[config.mk]
export PLATFORM = sky130hd
export DESIGN_NAME = tcp_congestion_window_control_unit_flat
export DESIGN_NICKNAME = d
export VERILOG_FILES = /design/src/hw/rtl/cwc_pkg.sv /design/src/hw/rtl/cwc_if.sv /design/src/hw/rtl/cwc_div.sv /design/src/hw/rtl/cwc_datapath.sv /design/src/hw/rtl/cwc_ctrl.sv /design/src/hw/rtl/tcp_congestion_window_control_unit.sv /design/src/flat_wrapper.sv
export SDC_FILE = /design/constraint.sdc
export NUM_CORES = 2
export LEC_CHECK = 0
export ABC_AREA = 1
export BUFFER_PORTS_ARGS = -buffer_cell sky130_fd_sc_hd__buf_2
export CORE_MARGIN = 1.5
export CORE_UTILIZATION = 58
export CTS_BUF_LIST = sky130_fd_sc_hd__clkbuf_4
export DETAILED_ROUTE_END_ITERATION = 7
export PLACE_DENSITY = 0.89
export SETUP_SLACK_MARGIN = 0.1
export SKIP_CTS_REPAIR_TIMING = 1
export SYNTH_ARGS = -nofsm -noshare
export SYNTH_HDL_FRONTEND = slang
export SYNTH_SLANG_ARGS = --single-unit
export TNS_END_PERCENT = 10
[constraint.sdc]
create_clock -name clk -period 5.9 [get_ports clk]
set_clock_uncertainty 0.1 [all_clocks]
set_input_delay 1.18 -clock clk [delete_from_list [all_inputs] [get_ports clk]]
set_output_delay 1.18 -clock clk [all_outputs]
set_load 0.005 [all_outputs]
[src/hw/rtl/cwc_pkg.sv]
//==============================================================================
// cwc_pkg
// Shared types, codes and reset constants of the congestion window controller.
//==============================================================================
`default_nettype none

package cwc_pkg;

    // Default fixed point format of the congestion window.
    localparam int WIN_FRAC_BITS_DEF = 12;
    localparam int WIN_INT_BITS_DEF  = 20;

    // Configuration port geometry.
    localparam int CFG_INDEX_BITS = 3;
    localparam int CFG_DATA_BITS  = 32;

    // Register reset values.
    localparam logic [31:0] TOTAL_RST       = 32'd1;
    localparam logic [19:0] INIT_THR_RST    = 20'd512;
    localparam logic [19:0] MIN_THR_RST     = 20'd512;
    localparam logic [19:0] TIMEOUT_WIN_RST = 20'd100;
    localparam logic [19:0] INIT_WIN_RST    = 20'd6;
    localparam logic [7:0]  BURST_RST       = 8'd32;

    // Duplicate acknowledgement handling and field limits.
    localparam logic [7:0]  DUP_LIMIT = 8'd3;
    localparam logic [7:0]  DUP_MAX   = 8'hFF;
    localparam logic [19:0] THR_MAX   = 20'hFFFFF;

    typedef enum logic [1:0] {
        OP_START   = 2'd0,
        OP_ACK     = 2'd1,
        OP_TIMEOUT = 2'd2,
        OP_NONE    = 2'd3
    } opcode_t;

    typedef enum logic [1:0] {
        PH_SLOW    = 2'd0,
        PH_AVOID   = 2'd1,
        PH_RECOVER = 2'd2
    } phase_t;

    typedef enum logic [2:0] {
        CFG_TOTAL       = 3'd0,
        CFG_INIT_THR    = 3'd1,
        CFG_MIN_THR     = 3'd2,
        CFG_TIMEOUT_WIN = 3'd3,
        CFG_INIT_WIN    = 3'd4,
        CFG_BURST       = 3'd5
    } cfg_index_t;

    typedef enum logic [2:0] {
        ST_IDLE,
        ST_EVENT,
        ST_DIV,
        ST_PREP,
        ST_SEND
    } ctrl_state_t;

    // Commands from the controller to the datapath.
    typedef struct packed {
        logic load;
        logic exec;
        logic div_start;
        logic grow;
        logic prep;
        logic emit;
    } cwc_cmd_t;

    // Status from the datapath to the controller.
    typedef struct packed {
        logic need_div;
        logic div_done;
    } cwc_status_t;

endpackage

`default_nettype wire

[src/hw/rtl/cwc_if.sv]
//==============================================================================
// cwc_if
// Valid/ready channels for event beats and result beats.
//==============================================================================
`default_nettype none

interface cwc_event_if;
    logic        valid;
    logic        ready;
    logic [1:0]  opcode;
    logic [31:0] ack_number;

    modport source (output valid, opcode, ack_number, input ready);
    modport sink   (input valid, opcode, ack_number, output ready);
endinterface

interface cwc_result_if;
    logic        valid;
    logic        ready;
    logic [31:0] resend_first;
    logic [7:0]  resend_count;
    logic [31:0] send_first;
    logic [19:0] send_count;
    logic [31:0] window_fixed;
    logic [19:0] threshold_out;
    logic [1:0]  phase_out;
    logic [7:0]  duplicate_count;
    logic        finished;

    modport source (
        output valid, resend_first, resend_count, send_first, send_count,
               window_fixed, threshold_out, phase_out, duplicate_count, finished,
        input  ready
    );
    modport sink (
        input  valid, resend_first, resend_count, send_first, send_count,
               window_fixed, threshold_out, phase_out, duplicate_count, finished,
        output ready
    );
endinterface

`default_nettype wire

[src/hw/rtl/cwc_div.sv]
//==============================================================================
// cwc_div
// Restoring divider that produces one quotient bit per cycle.
//==============================================================================
`default_nettype none

module cwc_div #(
    parameter int DIVIDEND_BITS = cwc_pkg::WIN_FRAC_BITS_DEF + 1,
    parameter int DIVISOR_BITS  = cwc_pkg::WIN_INT_BITS_DEF
) (
    input  wire logic                     clk,
    input  wire logic                     rst_n,
    input  wire logic                     start,
    input  wire logic [DIVIDEND_BITS-1:0] dividend,
    input  wire logic [DIVISOR_BITS-1:0]  divisor,
    output logic                          done,
    output logic [DIVIDEND_BITS-1:0]      quotient
);

    localparam int CNT_BITS = $clog2(DIVIDEND_BITS + 1);

    logic                     busy_reg, busy_next;
    logic                     done_reg, done_next;
    logic [CNT_BITS-1:0]      cnt_reg, cnt_next;
    logic [DIVIDEND_BITS-1:0] quo_reg, quo_next;
    logic [DIVISOR_BITS-1:0]  rem_reg, rem_next;
    logic [DIVISOR_BITS-1:0]  dsr_reg, dsr_next;

    logic [DIVISOR_BITS:0]    shifted;
    logic [DIVISOR_BITS:0]    diff;
    logic                     fits;

    // One trial subtraction of the partial remainder.
    assign shifted = {rem_reg, quo_reg[DIVIDEND_BITS-1]};
    assign diff    = shifted - {1'b0, dsr_reg};
    assign fits    = shifted >= {1'b0, dsr_reg};

    // Iteration control and quotient shift register.
    always_comb
    begin
        busy_next = busy_reg;
        done_next = 1'b0;
        cnt_next  = cnt_reg;
        quo_next  = quo_reg;
        rem_next  = rem_reg;
        dsr_next  = dsr_reg;
        if (start)
        begin
            busy_next = 1'b1;
            cnt_next  = CNT_BITS'(DIVIDEND_BITS);
            quo_next  = dividend;
            rem_next  = '0;
            dsr_next  = divisor;
        end
        else if (busy_reg)
        begin
            cnt_next = cnt_reg - CNT_BITS'(1);
            rem_next = fits ? diff[DIVISOR_BITS-1:0] : shifted[DIVISOR_BITS-1:0];
            quo_next = {quo_reg[DIVIDEND_BITS-2:0], fits};
            if (cnt_reg == CNT_BITS'(1))
            begin
                busy_next = 1'b0;
                done_next = 1'b1;
            end
        end
    end

    always_ff @(posedge clk or negedge rst_n)
    begin
        if (!rst_n)
        begin
            busy_reg <= 1'b0;
            done_reg <= 1'b0;
            cnt_reg  <= '0;
        end
        else
        begin
            busy_reg <= busy_next;
            done_reg <= done_next;
            cnt_reg  <= cnt_next;
        end
    end

    always_ff @(posedge clk)
    begin
        quo_reg <= quo_next;
        rem_reg <= rem_next;
        dsr_reg <= dsr_next;
    end

    assign done     = done_reg;
    assign quotient = quo_reg;

endmodule

`default_nettype wire

[src/hw/rtl/cwc_datapath.sv]
//==============================================================================
// cwc_datapath
// Configuration registers, connection state, window arithmetic and the
// result register of the congestion window controller.
//==============================================================================
`default_nettype none

module cwc_datapath #(
    parameter int WIN_FRAC_BITS = cwc_pkg::WIN_FRAC_BITS_DEF,
    parameter int WIN_INT_BITS  = cwc_pkg::WIN_INT_BITS_DEF
) (
    input  wire logic                                clk,
    input  wire logic                                rst_n,
    input  wire logic                                cfg_we,
    input  wire logic [cwc_pkg::CFG_INDEX_BITS-1:0]  cfg_index,
    input  wire logic [cwc_pkg::CFG_DATA_BITS-1:0]   cfg_data,
    input  wire logic [1:0]                          opcode,
    input  wire logic [31:0]                         ack_number,
    input  wire cwc_pkg::cwc_cmd_t                   cmd,
    output cwc_pkg::cwc_status_t                     status,
    output logic [31:0]                              resend_first,
    output logic [7:0]                               resend_count,
    output logic [31:0]                              send_first,
    output logic [19:0]                              send_count,
    output logic [31:0]                              window_fixed,
    output logic [19:0]                              threshold_out,
    output logic [1:0]                               phase_out,
    output logic [7:0]                               duplicate_count,
    output logic                                     finished
);

    localparam int WIN_BITS = WIN_INT_BITS + WIN_FRAC_BITS;
    localparam int QUO_BITS = WIN_FRAC_BITS + 1;
    localparam logic [WIN_BITS-1:0] WIN_ONE = WIN_BITS'(1) << WIN_FRAC_BITS;
    localparam logic [WIN_BITS-1:0] WIN_MAX = '1;
    localparam logic [32:0] INT_MAX = 33'((64'(1) << WIN_INT_BITS) - 64'(1));
    localparam logic [WIN_BITS-1:0] WIN_RESET =
        WIN_BITS'(64'(cwc_pkg::INIT_WIN_RST) << WIN_FRAC_BITS);
    localparam logic [QUO_BITS-1:0] DIVIDEND = QUO_BITS'(1) << WIN_FRAC_BITS;

    // Packet count to window, saturating at the all-ones window.
    function automatic logic [WIN_BITS-1:0] win_of_packets(input logic [31:0] n);
        win_of_packets = ({1'b0, n} > INT_MAX) ? WIN_MAX
                       : WIN_BITS'({n, {WIN_FRAC_BITS{1'b0}}});
    endfunction

    // Saturating window addition.
    function automatic logic [WIN_BITS-1:0] win_add(input logic [WIN_BITS-1:0] a,
                                                   input logic [WIN_BITS-1:0] b);
        logic [WIN_BITS:0] s;
        s = {1'b0, a} + {1'b0, b};
        win_add = s[WIN_BITS] ? WIN_MAX : s[WIN_BITS-1:0];
    endfunction

    // A grown window never drops below one packet.
    function automatic logic [WIN_BITS-1:0] win_floor1(input logic [WIN_BITS-1:0] v);
        win_floor1 = (v < WIN_ONE) ? WIN_ONE : v;
    endfunction

    // Configuration registers.
    logic [31:0] total_reg, total_next;
    logic [19:0] init_thr_reg, init_thr_next;
    logic [19:0] min_thr_reg, min_thr_next;
    logic [19:0] tmo_win_reg, tmo_win_next;
    logic [19:0] init_win_reg, init_win_next;
    logic [7:0]  burst_reg, burst_next;

    // Connection state.
    cwc_pkg::phase_t     phase_reg, phase_next;
    logic [WIN_BITS-1:0] window_reg, window_next;
    logic [19:0]         thr_reg, thr_next;
    logic [7:0]          dup_reg, dup_next;
    logic [31:0]         base_reg, base_next;
    logic [31:0]         next_reg, next_next;
    logic [31:0]         acked_reg, acked_next;
    logic                resend_flag_reg, resend_flag_next;
    logic                send_flag_reg, send_flag_next;

    // Event beat and intermediate results.
    cwc_pkg::opcode_t    op_reg, op_next;
    logic [31:0]         ack_reg, ack_next;
    logic [32:0]         avail_reg, avail_next;
    logic [31:0]         left_reg, left_next;
    logic [7:0]          resend_amt_reg, resend_amt_next;
    logic                fin_reg, fin_next;

    // Result register.
    logic [31:0] o_resend_first_reg, o_resend_first_next;
    logic [7:0]  o_resend_count_reg, o_resend_count_next;
    logic [31:0] o_send_first_reg, o_send_first_next;
    logic [19:0] o_send_count_reg, o_send_count_next;
    logic [31:0] o_window_reg, o_window_next;
    logic [19:0] o_thr_reg, o_thr_next;
    logic [1:0]  o_phase_reg, o_phase_next;
    logic [7:0]  o_dup_reg, o_dup_next;
    logic        o_fin_reg, o_fin_next;

    // Shared terms.
    logic [31:0]             outstanding;
    logic                    is_dup;
    logic [7:0]              dup_inc;
    logic [WIN_INT_BITS-1:0] win_int;
    logic [WIN_INT_BITS-1:0] divisor;
    logic [31:0]             halved_raw;
    logic [31:0]             halved_min;
    logic [19:0]             halved;
    logic [32:0]             ack_plus;
    logic [31:0]             base_new;
    logic [WIN_BITS:0]       ceil_sum;
    logic [32:0]             ceil_win;
    logic [32:0]             send_min;
    logic [19:0]             send_n;
    logic                    div_done;
    logic [QUO_BITS-1:0]     quotient;

    assign outstanding = next_reg - base_reg;
    assign is_dup      = (outstanding != 32'd0) && (ack_reg < base_reg);
    assign dup_inc     = (dup_reg == cwc_pkg::DUP_MAX) ? cwc_pkg::DUP_MAX : dup_reg + 8'd1;
    assign win_int     = window_reg[WIN_BITS-1:WIN_FRAC_BITS];
    assign divisor     = (win_int == '0) ? WIN_INT_BITS'(1) : win_int;

    // Threshold after halving the window, floored and clipped to 20 bits.
    assign halved_raw = 32'(window_reg >> (WIN_FRAC_BITS + 1));
    assign halved_min = (halved_raw < {12'd0, min_thr_reg}) ? {12'd0, min_thr_reg} : halved_raw;
    assign halved     = (halved_min > {12'd0, cwc_pkg::THR_MAX}) ? cwc_pkg::THR_MAX
                      : halved_min[19:0];

    // New base after a cumulative acknowledgement.
    assign ack_plus = {1'b0, ack_reg} + 33'd1;
    assign base_new = (ack_plus < {1'b0, next_reg}) ? ack_plus[31:0] : next_reg;

    // Window rounded up to whole packets.
    assign ceil_sum = {1'b0, window_reg} + (WIN_BITS + 1)'(WIN_ONE - WIN_BITS'(1));
    assign ceil_win = 33'(ceil_sum[WIN_BITS:WIN_FRAC_BITS]);

    // New send count: the smaller of the window room and packets left, clipped.
    assign send_min = ({1'b0, left_reg} < avail_reg) ? {1'b0, left_reg} : avail_reg;
    assign send_n   = (send_min > {13'd0, cwc_pkg::THR_MAX}) ? cwc_pkg::THR_MAX
                    : send_min[19:0];

    assign status.need_div = (op_reg == cwc_pkg::OP_ACK) && !is_dup
                           && (phase_reg == cwc_pkg::PH_AVOID);
    assign status.div_done = div_done;

    // Serial reciprocal for congestion avoidance growth.
    cwc_div #(
        .DIVIDEND_BITS (QUO_BITS),
        .DIVISOR_BITS  (WIN_INT_BITS)
    ) u_div (
        .clk      (clk),
        .rst_n    (rst_n),
        .start    (cmd.div_start),
        .dividend (DIVIDEND),
        .divisor  (divisor),
        .done     (div_done),
        .quotient (quotient)
    );

    // Configuration writes.
    always_comb
    begin
        total_next    = total_reg;
        init_thr_next = init_thr_reg;
        min_thr_next  = min_thr_reg;
        tmo_win_next  = tmo_win_reg;
        init_win_next = init_win_reg;
        burst_next    = burst_reg;
        if (cfg_we)
        begin
            case (cfg_index)
                cwc_pkg::CFG_TOTAL:       total_next    = cfg_data;
                cwc_pkg::CFG_INIT_THR:    init_thr_next = cfg_data[19:0];
                cwc_pkg::CFG_MIN_THR:     min_thr_next  = cfg_data[19:0];
                cwc_pkg::CFG_TIMEOUT_WIN: tmo_win_next  = cfg_data[19:0];
                cwc_pkg::CFG_INIT_WIN:    init_win_next = cfg_data[19:0];
                cwc_pkg::CFG_BURST:       burst_next    = cfg_data[7:0];
                default:                  ;
            endcase
        end
    end

    // Event processing and state updates.
    always_comb
    begin
        phase_next       = phase_reg;
        window_next      = window_reg;
        thr_next         = thr_reg;
        dup_next         = dup_reg;
        base_next        = base_reg;
        next_next        = next_reg;
        acked_next       = acked_reg;
        resend_flag_next = resend_flag_reg;
        send_flag_next   = send_flag_reg;
        op_next          = op_reg;
        ack_next         = ack_reg;

        if (cmd.load)
        begin
            op_next  = cwc_pkg::opcode_t'(opcode);
            ack_next = ack_number;
        end

        if (cmd.exec)
        begin
            resend_flag_next = 1'b0;
            send_flag_next   = 1'b0;
            case (op_reg)
                cwc_pkg::OP_START:
                begin
                    phase_next     = cwc_pkg::PH_SLOW;
                    window_next    = win_of_packets(32'(init_win_reg));
                    thr_next       = init_thr_reg;
                    dup_next       = 8'd0;
                    base_next      = 32'd0;
                    next_next      = 32'd0;
                    acked_next     = 32'd0;
                    send_flag_next = 1'b1;
                end
                cwc_pkg::OP_ACK:
                begin
                    if (is_dup)
                    begin
                        dup_next = dup_inc;
                        if (phase_reg == cwc_pkg::PH_RECOVER)
                        begin
                            window_next = win_add(window_reg, WIN_ONE);
                        end
                        else if (dup_inc >= cwc_pkg::DUP_LIMIT)
                        begin
                            phase_next       = cwc_pkg::PH_RECOVER;
                            thr_next         = halved;
                            window_next      = win_of_packets(32'(halved) + 32'd3);
                            resend_flag_next = 1'b1;
                        end
                    end
                    else
                    begin
                        dup_next = 8'd0;
                        case (phase_reg)
                            cwc_pkg::PH_SLOW:
                            begin
                                if (32'(win_int) >= 32'(thr_reg))
                                    phase_next = cwc_pkg::PH_AVOID;
                                else
                                    window_next = win_floor1(win_add(window_reg, WIN_ONE));
                            end
                            cwc_pkg::PH_RECOVER:
                            begin
                                window_next = win_floor1(win_of_packets(32'(thr_reg)));
                                phase_next  = cwc_pkg::PH_AVOID;
                            end
                            // Congestion avoidance grows once the divider is done.
                            default: ;
                        endcase
                        acked_next     = ack_reg;
                        base_next      = base_new;
                        send_flag_next = 1'b1;
                    end
                end
                cwc_pkg::OP_TIMEOUT:
                begin
                    phase_next       = cwc_pkg::PH_SLOW;
                    thr_next         = halved;
                    window_next      = win_of_packets(32'(tmo_win_reg));
                    dup_next         = 8'd0;
                    resend_flag_next = 1'b1;
                end
                default: ;
            endcase
        end

        // Congestion avoidance growth by one over the integer window.
        if (cmd.grow)
            window_next = win_floor1(win_add(window_reg, WIN_BITS'(quotient)));

        if (cmd.emit)
            next_next = next_reg + 32'(send_n);
    end

    // Send room, packets left, resend amount and done flag.
    always_comb
    begin
        avail_next      = avail_reg;
        left_next       = left_reg;
        resend_amt_next = resend_amt_reg;
        fin_next        = fin_reg;
        if (cmd.prep)
        begin
            if (send_flag_reg && (ceil_win > {1'b0, outstanding}))
                avail_next = ceil_win - {1'b0, outstanding};
            else
                avail_next = 33'd0;
            left_next = (total_reg > next_reg) ? total_reg - next_reg : 32'd0;
            if (!resend_flag_reg)
                resend_amt_next = 8'd0;
            else if (outstanding < {24'd0, burst_reg})
                resend_amt_next = outstanding[7:0];
            else
                resend_amt_next = burst_reg;
            fin_next = (total_reg == 32'd0) || (acked_reg >= total_reg - 32'd1);
        end
    end

    // Result register load.
    always_comb
    begin
        o_resend_first_next = o_resend_first_reg;
        o_resend_count_next = o_resend_count_reg;
        o_send_first_next   = o_send_first_reg;
        o_send_count_next   = o_send_count_reg;
        o_window_next       = o_window_reg;
        o_thr_next          = o_thr_reg;
        o_phase_next        = o_phase_reg;
        o_dup_next          = o_dup_reg;
        o_fin_next          = o_fin_reg;
        if (cmd.emit)
        begin
            o_resend_first_next = base_reg;
            o_resend_count_next = resend_amt_reg;
            o_send_first_next   = next_reg;
            o_send_count_next   = send_n;
            o_window_next       = 32'(window_reg);
            o_thr_next          = thr_reg;
            o_phase_next        = phase_reg;
            o_dup_next          = dup_reg;
            o_fin_next          = fin_reg;
        end
    end

    always_ff @(posedge clk or negedge rst_n)
    begin
        if (!rst_n)
        begin
            total_reg       <= cwc_pkg::TOTAL_RST;
            init_thr_reg    <= cwc_pkg::INIT_THR_RST;
            min_thr_reg     <= cwc_pkg::MIN_THR_RST;
            tmo_win_reg     <= cwc_pkg::TIMEOUT_WIN_RST;
            init_win_reg    <= cwc_pkg::INIT_WIN_RST;
            burst_reg       <= cwc_pkg::BURST_RST;
            phase_reg       <= cwc_pkg::PH_SLOW;
            window_reg      <= WIN_RESET;
            thr_reg         <= cwc_pkg::INIT_THR_RST;
            dup_reg         <= 8'd0;
            base_reg        <= 32'd0;
            next_reg        <= 32'd0;
            acked_reg       <= 32'd0;
            resend_flag_reg <= 1'b0;
            send_flag_reg   <= 1'b0;
        end
        else
        begin
            total_reg       <= total_next;
            init_thr_reg    <= init_thr_next;
            min_thr_reg     <= min_thr_next;
            tmo_win_reg     <= tmo_win_next;
            init_win_reg    <= init_win_next;
            burst_reg       <= burst_next;
            phase_reg       <= phase_next;
            window_reg      <= window_next;
            thr_reg         <= thr_next;
            dup_reg         <= dup_next;
            base_reg        <= base_next;
            next_reg        <= next_next;
            acked_reg       <= acked_next;
            resend_flag_reg <= resend_flag_next;
            send_flag_reg   <= send_flag_next;
        end
    end

    always_ff @(posedge clk)
    begin
        op_reg             <= op_next;
        ack_reg            <= ack_next;
        avail_reg          <= avail_next;
        left_reg           <= left_next;
        resend_amt_reg     <= resend_amt_next;
        fin_reg            <= fin_next;
        o_resend_first_reg <= o_resend_first_next;
        o_resend_count_reg <= o_resend_count_next;
        o_send_first_reg   <= o_send_first_next;
        o_send_count_reg   <= o_send_count_next;
        o_window_reg       <= o_window_next;
        o_thr_reg          <= o_thr_next;
        o_phase_reg        <= o_phase_next;
        o_dup_reg          <= o_dup_next;
        o_fin_reg          <= o_fin_next;
    end

    assign resend_first    = o_resend_first_reg;
    assign resend_count    = o_resend_count_reg;
    assign send_first      = o_send_first_reg;
    assign send_count      = o_send_count_reg;
    assign window_fixed    = o_window_reg;
    assign threshold_out   = o_thr_reg;
    assign phase_out       = o_phase_reg;
    assign duplicate_count = o_dup_reg;
    assign finished        = o_fin_reg;

endmodule

`default_nettype wire

[src/hw/rtl/cwc_ctrl.sv]
//==============================================================================
// cwc_ctrl
// Sequencer that steps one event beat through the datapath and owns the
// valid flag of the result register.
//==============================================================================
`default_nettype none

module cwc_ctrl (
    input  wire logic                 clk,
    input  wire logic                 rst_n,
    input  wire logic                 in_valid,
    output logic                      in_ready,
    output logic                      out_valid,
    input  wire logic                 out_ready,
    input  wire cwc_pkg::cwc_status_t status,
    output cwc_pkg::cwc_cmd_t         cmd
);

    cwc_pkg::ctrl_state_t state_reg, state_next;
    logic                 out_valid_reg, out_valid_next;
    logic                 out_free;

    // The result register can take a new beat when empty or being drained.
    assign out_free = !out_valid_reg || out_ready;

    // Next state.
    always_comb
    begin
        state_next = state_reg;
        case (state_reg)
            cwc_pkg::ST_IDLE:
            begin
                if (in_valid)
                    state_next = cwc_pkg::ST_EVENT;
            end
            cwc_pkg::ST_EVENT:
            begin
                if (status.need_div)
                    state_next = cwc_pkg::ST_DIV;
                else
                    state_next = cwc_pkg::ST_PREP;
            end
            cwc_pkg::ST_DIV:
            begin
                if (status.div_done)
                    state_next = cwc_pkg::ST_PREP;
            end
            cwc_pkg::ST_PREP:
            begin
                state_next = cwc_pkg::ST_SEND;
            end
            cwc_pkg::ST_SEND:
            begin
                if (out_free)
                    state_next = cwc_pkg::ST_IDLE;
            end
            default:
            begin
                state_next = cwc_pkg::ST_IDLE;
            end
        endcase
    end

    // Commands to the datapath.
    always_comb
    begin
        cmd      = '0;
        in_ready = 1'b0;
        case (state_reg)
            cwc_pkg::ST_IDLE:
            begin
                in_ready = 1'b1;
                cmd.load = in_valid;
            end
            cwc_pkg::ST_EVENT:
            begin
                cmd.exec      = 1'b1;
                cmd.div_start = status.need_div;
            end
            cwc_pkg::ST_DIV:
            begin
                cmd.grow = status.div_done;
            end
            cwc_pkg::ST_PREP:
            begin
                cmd.prep = 1'b1;
            end
            cwc_pkg::ST_SEND:
            begin
                cmd.emit = out_free;
            end
            default: ;
        endcase
    end

    // Result valid flag.
    always_comb
    begin
        if (cmd.emit)
            out_valid_next = 1'b1;
        else if (out_ready)
            out_valid_next = 1'b0;
        else
            out_valid_next = out_valid_reg;
    end

    always_ff @(posedge clk or negedge rst_n)
    begin
        if (!rst_n)
        begin
            state_reg     <= cwc_pkg::ST_IDLE;
            out_valid_reg <= 1'b0;
        end
        else
        begin
            state_reg     <= state_next;
            out_valid_reg <= out_valid_next;
        end
    end

    assign out_valid = out_valid_reg;

endmodule

`default_nettype wire

[src/hw/rtl/tcp_congestion_window_control_unit.sv]
//==============================================================================
// tcp_congestion_window_control_unit
// Packet-counting Reno style sender congestion controller: one result beat
// per start, acknowledgement or timeout event beat.
//==============================================================================
// An accepted event beat passes the EVENT and PREP states and is loaded into the
//   result register in SEND; a new acknowledgement in congestion avoidance also waits
//   in DIV, between EVENT and PREP, for the bit-serial reciprocal of the integer
//   window. A new event beat is taken only in IDLE, and a stalled result holds SEND.
// Reset: rst_n clears the sequencer, loads register defaults and the start state;
//   no clearing pass is needed.
`default_nettype none

module tcp_congestion_window_control_unit #(
    parameter int WIN_FRAC_BITS = cwc_pkg::WIN_FRAC_BITS_DEF,
    parameter int WIN_INT_BITS  = cwc_pkg::WIN_INT_BITS_DEF
) (
    input  wire logic                               clk,
    input  wire logic                               rst_n,
    input  wire logic                               cfg_we,
    input  wire logic [cwc_pkg::CFG_INDEX_BITS-1:0] cfg_index,
    input  wire logic [cwc_pkg::CFG_DATA_BITS-1:0]  cfg_data,
    cwc_event_if.sink                               events,
    cwc_result_if.source                            results
);

    cwc_pkg::cwc_cmd_t    cmd;
    cwc_pkg::cwc_status_t status;

    // Sequencer.
    cwc_ctrl u_ctrl (
        .clk       (clk),
        .rst_n     (rst_n),
        .in_valid  (events.valid),
        .in_ready  (events.ready),
        .out_valid (results.valid),
        .out_ready (results.ready),
        .status    (status),
        .cmd       (cmd)
    );

    // Window arithmetic and state.
    cwc_datapath #(
        .WIN_FRAC_BITS (WIN_FRAC_BITS),
        .WIN_INT_BITS  (WIN_INT_BITS)
    ) u_datapath (
        .clk             (clk),
        .rst_n           (rst_n),
        .cfg_we          (cfg_we),
        .cfg_index       (cfg_index),
        .cfg_data        (cfg_data),
        .opcode          (events.opcode),
        .ack_number      (events.ack_number),
        .cmd             (cmd),
        .status          (status),
        .resend_first    (results.resend_first),
        .resend_count    (results.resend_count),
        .send_first      (results.send_first),
        .send_count      (results.send_count),
        .window_fixed    (results.window_fixed),
        .threshold_out   (results.threshold_out),
        .phase_out       (results.phase_out),
        .duplicate_count (results.duplicate_count),
        .finished        (results.finished)
    );

    // A result beat is never loaded over one that is still waiting.
    a_no_overwrite: assert property (@(posedge clk) disable iff (!rst_n)
        cmd.emit |-> (!results.valid || results.ready))
        else $error("result register overwritten while a beat is pending");

    // An accepted event beat is executed in the following cycle.
    a_load_then_exec: assert property (@(posedge clk) disable iff (!rst_n)
        cmd.load |=> cmd.exec)
        else $error("accepted event beat was not executed");

    // A finished reciprocal is always folded into the window.
    a_div_applied: assert property (@(posedge clk) disable iff (!rst_n)
        status.div_done |-> cmd.grow)
        else $error("divider result dropped");

    // No new event beat is taken while a division is running.
    a_busy_during_div: assert property (@(posedge clk) disable iff (!rst_n)
        cmd.div_start |=> !events.ready)
        else $error("event accepted during division");

endmodule

`default_nettype wire

[src/flat_wrapper.sv]
// flat-port wrapper written by rule: the top's interface ports become plain ports
module tcp_congestion_window_control_unit_flat 
#(
    parameter int WIN_FRAC_BITS = cwc_pkg::WIN_FRAC_BITS_DEF,
    parameter int WIN_INT_BITS  = cwc_pkg::WIN_INT_BITS_DEF
)
  (clk, rst_n, cfg_we, cfg_index, cfg_data, events_valid, events_opcode, events_ack_number, events_ready, results_valid, results_resend_first, results_resend_count, results_send_first, results_send_count, results_window_fixed, results_threshold_out, results_phase_out, results_duplicate_count, results_finished, results_ready);
  cwc_event_if events_i ();
  cwc_result_if results_i ();
  input  wire logic clk;
  input  wire logic rst_n;
  input  wire logic cfg_we;
  input  wire logic [cwc_pkg::CFG_INDEX_BITS-1:0] cfg_index;
  input  wire logic [cwc_pkg::CFG_DATA_BITS-1:0] cfg_data;
  input wire logic [$bits(events_i.valid)-1:0] events_valid;
  input wire logic [$bits(events_i.opcode)-1:0] events_opcode;
  input wire logic [$bits(events_i.ack_number)-1:0] events_ack_number;
  output wire logic [$bits(events_i.ready)-1:0] events_ready;
  output wire logic [$bits(results_i.valid)-1:0] results_valid;
  output wire logic [$bits(results_i.resend_first)-1:0] results_resend_first;
  output wire logic [$bits(results_i.resend_count)-1:0] results_resend_count;
  output wire logic [$bits(results_i.send_first)-1:0] results_send_first;
  output wire logic [$bits(results_i.send_count)-1:0] results_send_count;
  output wire logic [$bits(results_i.window_fixed)-1:0] results_window_fixed;
  output wire logic [$bits(results_i.threshold_out)-1:0] results_threshold_out;
  output wire logic [$bits(results_i.phase_out)-1:0] results_phase_out;
  output wire logic [$bits(results_i.duplicate_count)-1:0] results_duplicate_count;
  output wire logic [$bits(results_i.finished)-1:0] results_finished;
  input wire logic [$bits(results_i.ready)-1:0] results_ready;
  assign events_i.valid = events_valid;
  assign events_i.opcode = events_opcode;
  assign events_i.ack_number = events_ack_number;
  assign events_ready = events_i.ready;
  assign results_valid = results_i.valid;
  assign results_resend_first = results_i.resend_first;
  assign results_resend_count = results_i.resend_count;
  assign results_send_first = results_i.send_first;
  assign results_send_count = results_i.send_count;
  assign results_window_fixed = results_i.window_fixed;
  assign results_threshold_out = results_i.threshold_out;
  assign results_phase_out = results_i.phase_out;
  assign results_duplicate_count = results_i.duplicate_count;
  assign results_finished = results_i.finished;
  assign results_i.ready = results_ready;
  tcp_congestion_window_control_unit #(.WIN_FRAC_BITS(WIN_FRAC_BITS), .WIN_INT_BITS(WIN_INT_BITS)) u_core (.clk(clk), .rst_n(rst_n), .cfg_we(cfg_we), .cfg_index(cfg_index), .cfg_data(cfg_data), .events(events_i), .results(results_i));
endmodule
==> Word level (Yosys, flattened, before mapping) <==
Index checks and enable logic that the tools add are counted.
{ "classes": {"n_addsub": 13, "order_cmp": 17, "eq_ne": 29, "mux": 68, "n_reduce_logical": 38} }
{ "ops": {"columns": ["cell", "count"], "rows": [
  ["two-way mux 32 bit", 18],
  ["case mux 32 bit (2 select lines)", 3],
  ["two-way mux 20 bit", 7],
  ["less-than comparator 32 x 13 -> 1 bit, second input constant", 3],
  ["case mux 32 bit (3 select lines)", 1],
  ["subtractor 32 bit", 2],
  ["case mux 20 bit (3 select lines)", 1],
  ["adder 32 x 1 -> 33 bit, second input constant", 1],
  ["adder 32 x 12 -> 33 bit, second input constant", 1],
  ["adder 32 x 13 -> 33 bit", 1],
  ["adder 32 x 13 -> 33 bit, second input constant", 1],
  ["> comparator 33 x 20 -> 1 bit, second input constant", 1],
  ["less-than comparator 32 x 33 -> 1 bit", 1],
  ["less-than comparator 33 x 32 -> 1 bit", 1],
  ["two-way mux 33 bit", 1],
  ["subtractor 21 x 32 -> 33 bit", 1],
  ["adder 32 x 20 -> 32 bit", 1],
  [">= comparator 32 bit", 1],
  ["> comparator 21 x 32 -> 1 bit", 1],
  ["> comparator 32 bit", 1],
  ["logical NOT 32 bit", 1],
  ["less-than comparator 32 bit", 1],
  ["less-than comparator 32 x 8 -> 1 bit", 1],
  ["nonzero test 32 bit", 1],
  ["49 further kinds", 113]
]} }
{ "totals": {"reg_bits": 606, "inputBits": 74} }

==> Logic depth before layout (Yosys ltp) <==
{ "depth": {"depth_word": 13, "depth_mapped": 42, "depth_no_buf": 41} }

==> Hierarchy <==
Synthesis repeated with hierarchy kept, for this count alone.
{ "unflattened": {"hier_cells": 4974, "area_unflattened_um2": 39474.1} }
{ "modules_own_cells": {"columns": ["module", "instances", "cells_per_inst", "area_per_inst_um2", "seq_area_each_um2"], "rows": [
  ["cwc_datapath", 1, 4414, 35322.6, 14919.3],
  ["cwc_div", 1, 524, 3897.5, 1541.5],
  ["cwc_ctrl", 1, 36, 254.0, 100.1]
]} }

==> Worst setup path after synthesis <==
No wires, ideal clock.
{ "synth_path": {"kind": "input to register", "start": "in results_ready", "end": "reg u_core.u_datapath.next_reg[27]", "setup_ps": 129, "arrival_time_ps": 6610, "slack_ps": -939, "path_stages": 8, "n_path_buf": 1, "cell_sequence": "nor2_1 -> nor2_1 -> clkbuf_1 -> nand2_1 -> nor2_1 -> nand2_1 -> nand3_1 -> o21ai_0"} }
{ "synth_lines": {"columns": ["item", "line_no", "text"], "rows": [
  ["start, declared", "flat_wrapper.sv:29", "input wire logic [$bits(results_i.ready)-1:0] results_ready;"],
  ["end signal, assigned", "cwc_datapath.sv:363", "next_reg <= next_next;"],
  ["end, declared", "cwc_datapath.sv:74", "logic [31:0] next_reg, next_next;"]
]} }

==> Worst setup path in the final report <==
{ "layout_path": {"start": "reg u_core.u_datapath.left_reg[18]", "end": "reg u_core.u_datapath.next_reg[24]"} }
{ "layout_via": {"elab_chain_cells": 6} }
{ "layout_rtl": {"columns": ["item", "line_no", "text"], "rows": [
  ["start, declared", "cwc_datapath.sv:83", "logic [31:0] left_reg, left_next;"],
  ["start signal, assigned", "cwc_datapath.sv:375", "left_reg <= left_next;"],
  ["less-than comparator 32 x 33 -> 1 bit", "cwc_datapath.sv:137", "assign send_min = ({1'b0, left_reg} < avail_reg) ? {1'b0, left_reg} : avail_reg;"],
  ["two-way mux 33 bit *", "cwc_datapath.sv:137", null],
  ["> comparator 33 x 20 -> 1 bit", "cwc_datapath.sv:138", "assign send_n = (send_min > {13'd0, cwc_pkg::THR_MAX}) ? cwc_pkg::THR_MAX"],
  ["two-way mux 20 bit *", "cwc_datapath.sv:138", null],
  ["via u_core.u_datapath.send_n[0]", "cwc_datapath.sv:112", "logic [19:0] send_n;"],
  ["adder 32 x 20 -> 32 bit *", "cwc_datapath.sv:277", "next_next = next_reg + 32'(send_n);"],
  ["two-way mux 32 bit *", "cwc_datapath.sv:276", "if (cmd.emit)"]
]} }
Mark *: on every way through the listed nets, which the timed path passes. The rest lies on a longest branch.
A chain may end at the register's enable or synchronous reset.

==> results list <==
- Outcome: complete, no violations
- The completed layout was analyzed and its total power is 0.02844 W.
- Setup TNS Final: 0 ns
- Ys async rst share: 0.4785
* Number of instances in the synthesized netlist: 4,936
* Pin count of the biggest net entering global routing: 151
* CTS H-Tree Depth: 4
- Relative to the synthesized area, the layout overhead comes to 11.42%.
- Die W: 263.7 µm
- Clock buffer count from CTS: 160
- Latest clock arrival within the worst-skew pair: 1.07 ns
* Synth Warn #: 0
- In the final routed layout, each cell accounts on average for 21.63 µm.
* Number of synthesized register bits: 606
- Number of distinct standard cells referenced by the synthesized netlist: 72
* DP HPWL: 102,500 µm
* Tcrit/Tclk final: 0.9500
- The number of failing hold endpoints at the final stage is 0.
* Headroom to the max-slew limit: 0.1621
* Number of setup violations in the final report: 0
- Number of flops mapped to enable cells by yosys: 283
- The core region is 67,280 µm².
* Combined area of the multi-input logic cells: 20,070 µm²
- Row cnt: 95
* Buffers added on ports: 230
* Placed insts: 5,960
- The count of nets left with antenna violations once routing finished came out at 0.
- The library cell used most frequently in the layout, excluding fill and tap cells, is sky130_fd_sc_hd__nand2_1.
* Detailed-route via count: 37,430
- I/O pin total: 231
- Max VDD drop: 0.3857 mV
* Maximum net fanout on the critical path: 9
* Number of slew-limit violations in the final report: 0
- Syn Std Cell Area: 39,430 µm²
- The most used flip-flop cell after synthesis is sky130_fd_sc_hd__edfxtp_1.
- After synthesis, the mean cell area works out to 7.987 µm².
* Drt total wl: 135,600 µm
* Initial antenna violation count: 8
- Of the cells placed in the final design, the portion with a size suffix greater than 1 is 0.1353.
- Dividing total power by cell area gives a power density of 647.5 nW/µm².
* Sinks on the clock net: 606
- Overall routing resource usage: 0.3851
- Max-capacitance violation count: 0
- The register with the most flip-flops in the layout has 33 of them.
* Iter 0 DRT Violations: 4,757
* Remaining DRCs: 0
- The tightest min-delay check is of the primary input to async pin type.
* Kind of capture point of the worst setup path: register
- Static Leak: 21.20 nW
- Based on the critical path, the design can be clocked at up to 0.1784 GHz.
* CTS tree: done
- After the last flow step, the layout net total stands at 5,653.
* Post-layout instance count excluding filler cells: 6,270
* CTS clock-pin slew for the worst setup and hold paths: 0.07 ns
- The die is 263.7 µm tall.
* Number of global-route vias before repair: 34,900
* Minimum period implied by the final worst setup slack: 5.605 ns
- The sequential cells in the finished layout cover a total of 16,430 µm².
* Slowest stage cell, crit path: sky130_fd_sc_hd__edfxtp_1
* Routability congestion estimate from global placement: 1.041
* Dominant cell type by count on the critical path: sky130_fd_sc_hd__nand2_1
* Slowest cell delay on critical path: 0.41 ns
- Full die area: 69,550 µm²
- STA classifies the critical path startpoint as a register.
* Required time of the critical path: 6.76 ns
- Total iterations of the first detailed-routing run: 7
- The share of the Yosys chip area taken by registers is 0.4168.
- The first global-routing pass estimated 202,800 µm of wire.
- Setup slack closes at 0.2951 ns.
- Unrepaired setup endpoints after global routing: true
- Actual slew at the worst max-slew pin: 1.253 ns
- Worst Setup Path Type: register to register
- Fillcell total: 5,633
- Worst-case setup slack after placement: 0.05261 ns
- Cell at the root of the clock tree: sky130_fd_sc_hd__clkbuf_4
- In the layout the commonest cells are sky130_fd_sc_hd__nand2_1 (1,179), sky130_fd_sc_hd__inv_1 (600), sky130_fd_sc_hd__nor2_1 (430), sky130_fd_sc_hd__o21ai_0 (395), sky130_fd_sc_hd__ha_1 (319).
- No sink is reached through more buffers than the 3 on the longest clock path.
- Hold Slack: 0.07679 ns
- Worst endpoint data arrival time: 6.46 ns
* Starting Density: 0.5860
- Remaining global-route overflow: 0
- In the routed layout, each cell is associated on average with a via count of 5.970.
[kinds of logic (layout without fill, tap and decap cells)]
family                     count (synthesis)  in the layout  share of synthesized area
and+or+nand+nor                         2094           2094                     0.2254
buffers and inverters                    784           1232                    0.07756
AOI/OAI and AO/OA                        937            937                     0.1333
muxes                                      9              9                   0.002571
other                                      1             14                 0.00009512
DFF                                      606            606                     0.4168
xor gates and xnor gates                 179            179                    0.03977
adders and majority gates                326            326                     0.1046
[path summary, 6_finish.rpt]
check	from	to	slack (ns)	cells after the start
max	u_core.u_datapath.left_reg[18]	u_core.u_datapath.next_reg[24]	0.30	39
min	rst_n	u_core.u_datapath.init_thr_reg[8]	0.08	1
max reg2reg	u_core.u_datapath.left_reg[18]	u_core.u_datapath.next_reg[24]	0.30	39
min reg2reg	u_core.u_datapath.resend_amt_reg[6]	u_core.u_datapath.resend_count[6]	0.30	0
max in group asynchronous	rst_n	u_core.u_datapath.base_reg[22]	4.42	2
min in group clk	events_ack_number[25]	u_core.u_datapath.ack_reg[25]	0.18	1
[where the power goes]
| part | switching, W | internal [W] | total (W) | leakage, nW |
|---|---|---|---|---|
| registers | 0.00113 | 0.00581 | 0.00694 | 6.57 |
| logic | 0.0118 | 0.00577 | 0.0176 | 13.4 |
| clock network | 0.00187 | 0.00205 | 0.00392 | 1.28 |
| total | 0.0148 | 0.0136 | 0.0284 | 21.2 |
[per-stage QoR]
step                      instance area, µm²    util
after floorplan                        39450       -
after global placement                 41660  0.6192
after detailed placement               41660  0.6192
after CTS                              43800  0.6511
after global routing                   43910  0.6527
final                                  43930  0.6529
[cell usage after synthesis (all sizes together) (14+ instances only)]
library cell | instances | area share
edfxtp | 283 | 0.22
nor3 | 74 | 0.0098
o21ai | 420 | 0.054
nand2 | 1217 | 0.12
a21oi | 315 | 0.041
o21a | 14 | 0.0027
o22ai | 53 | 0.0084
inv | 623 | 0.059
clkbuf | 114 | 0.011
nand3 | 191 | 0.025
nor2 | 460 | 0.047
dfrtp | 278 | 0.18
a211oi | 16 | 0.0030
xnor2 | 53 | 0.012
ha | 320 | 0.10
nor4 | 35 | 0.0056
a2bb2oi | 14 | 0.0031
dfxtp | 33 | 0.017
o211ai | 17 | 0.0032
nand4 | 80 | 0.013
xor2 | 126 | 0.028
buf | 44 | 0.0071
[final cells by class]
cell class | count | area share
diodes | 8 | 0.0004557
clock buffers | 247 | 0.04221
clock inverters | 51 | 0.006722
inverters | 626 | 0.05349
multi-input cells | 3551 | 0.4569
flip-flops and latches | 606 | 0.3741
well taps | 873 | 0.02487
repair buffers | 308 | 0.04127
[critical path: cells and delay by family, from the launching register on]
family	cells	cell delay [ns]
buffers and inverters	9	0.91
and+or+nand+nor	15	1.43
DFF	1	0.41
AOI/OAI and AO/OA	12	1.96
adders and majority gates	3	0.69
[layer usage]
layer | share of wire | routed length (µm) | track usage | vias to the layer above
met5 | 0 | 0 | 0 | -
met4 | 0.050 | 6745 | 0.1906 | 0
met3 | 0.14 | 18930 | 0.1155 | 423
met2 | 0.40 | 54210 | 0.5301 | 2477
met1 | 0.41 | 55740 | 0.5488 | 17290
li1 | - | - | - | 17250
(Power assumes the default switching activity.)
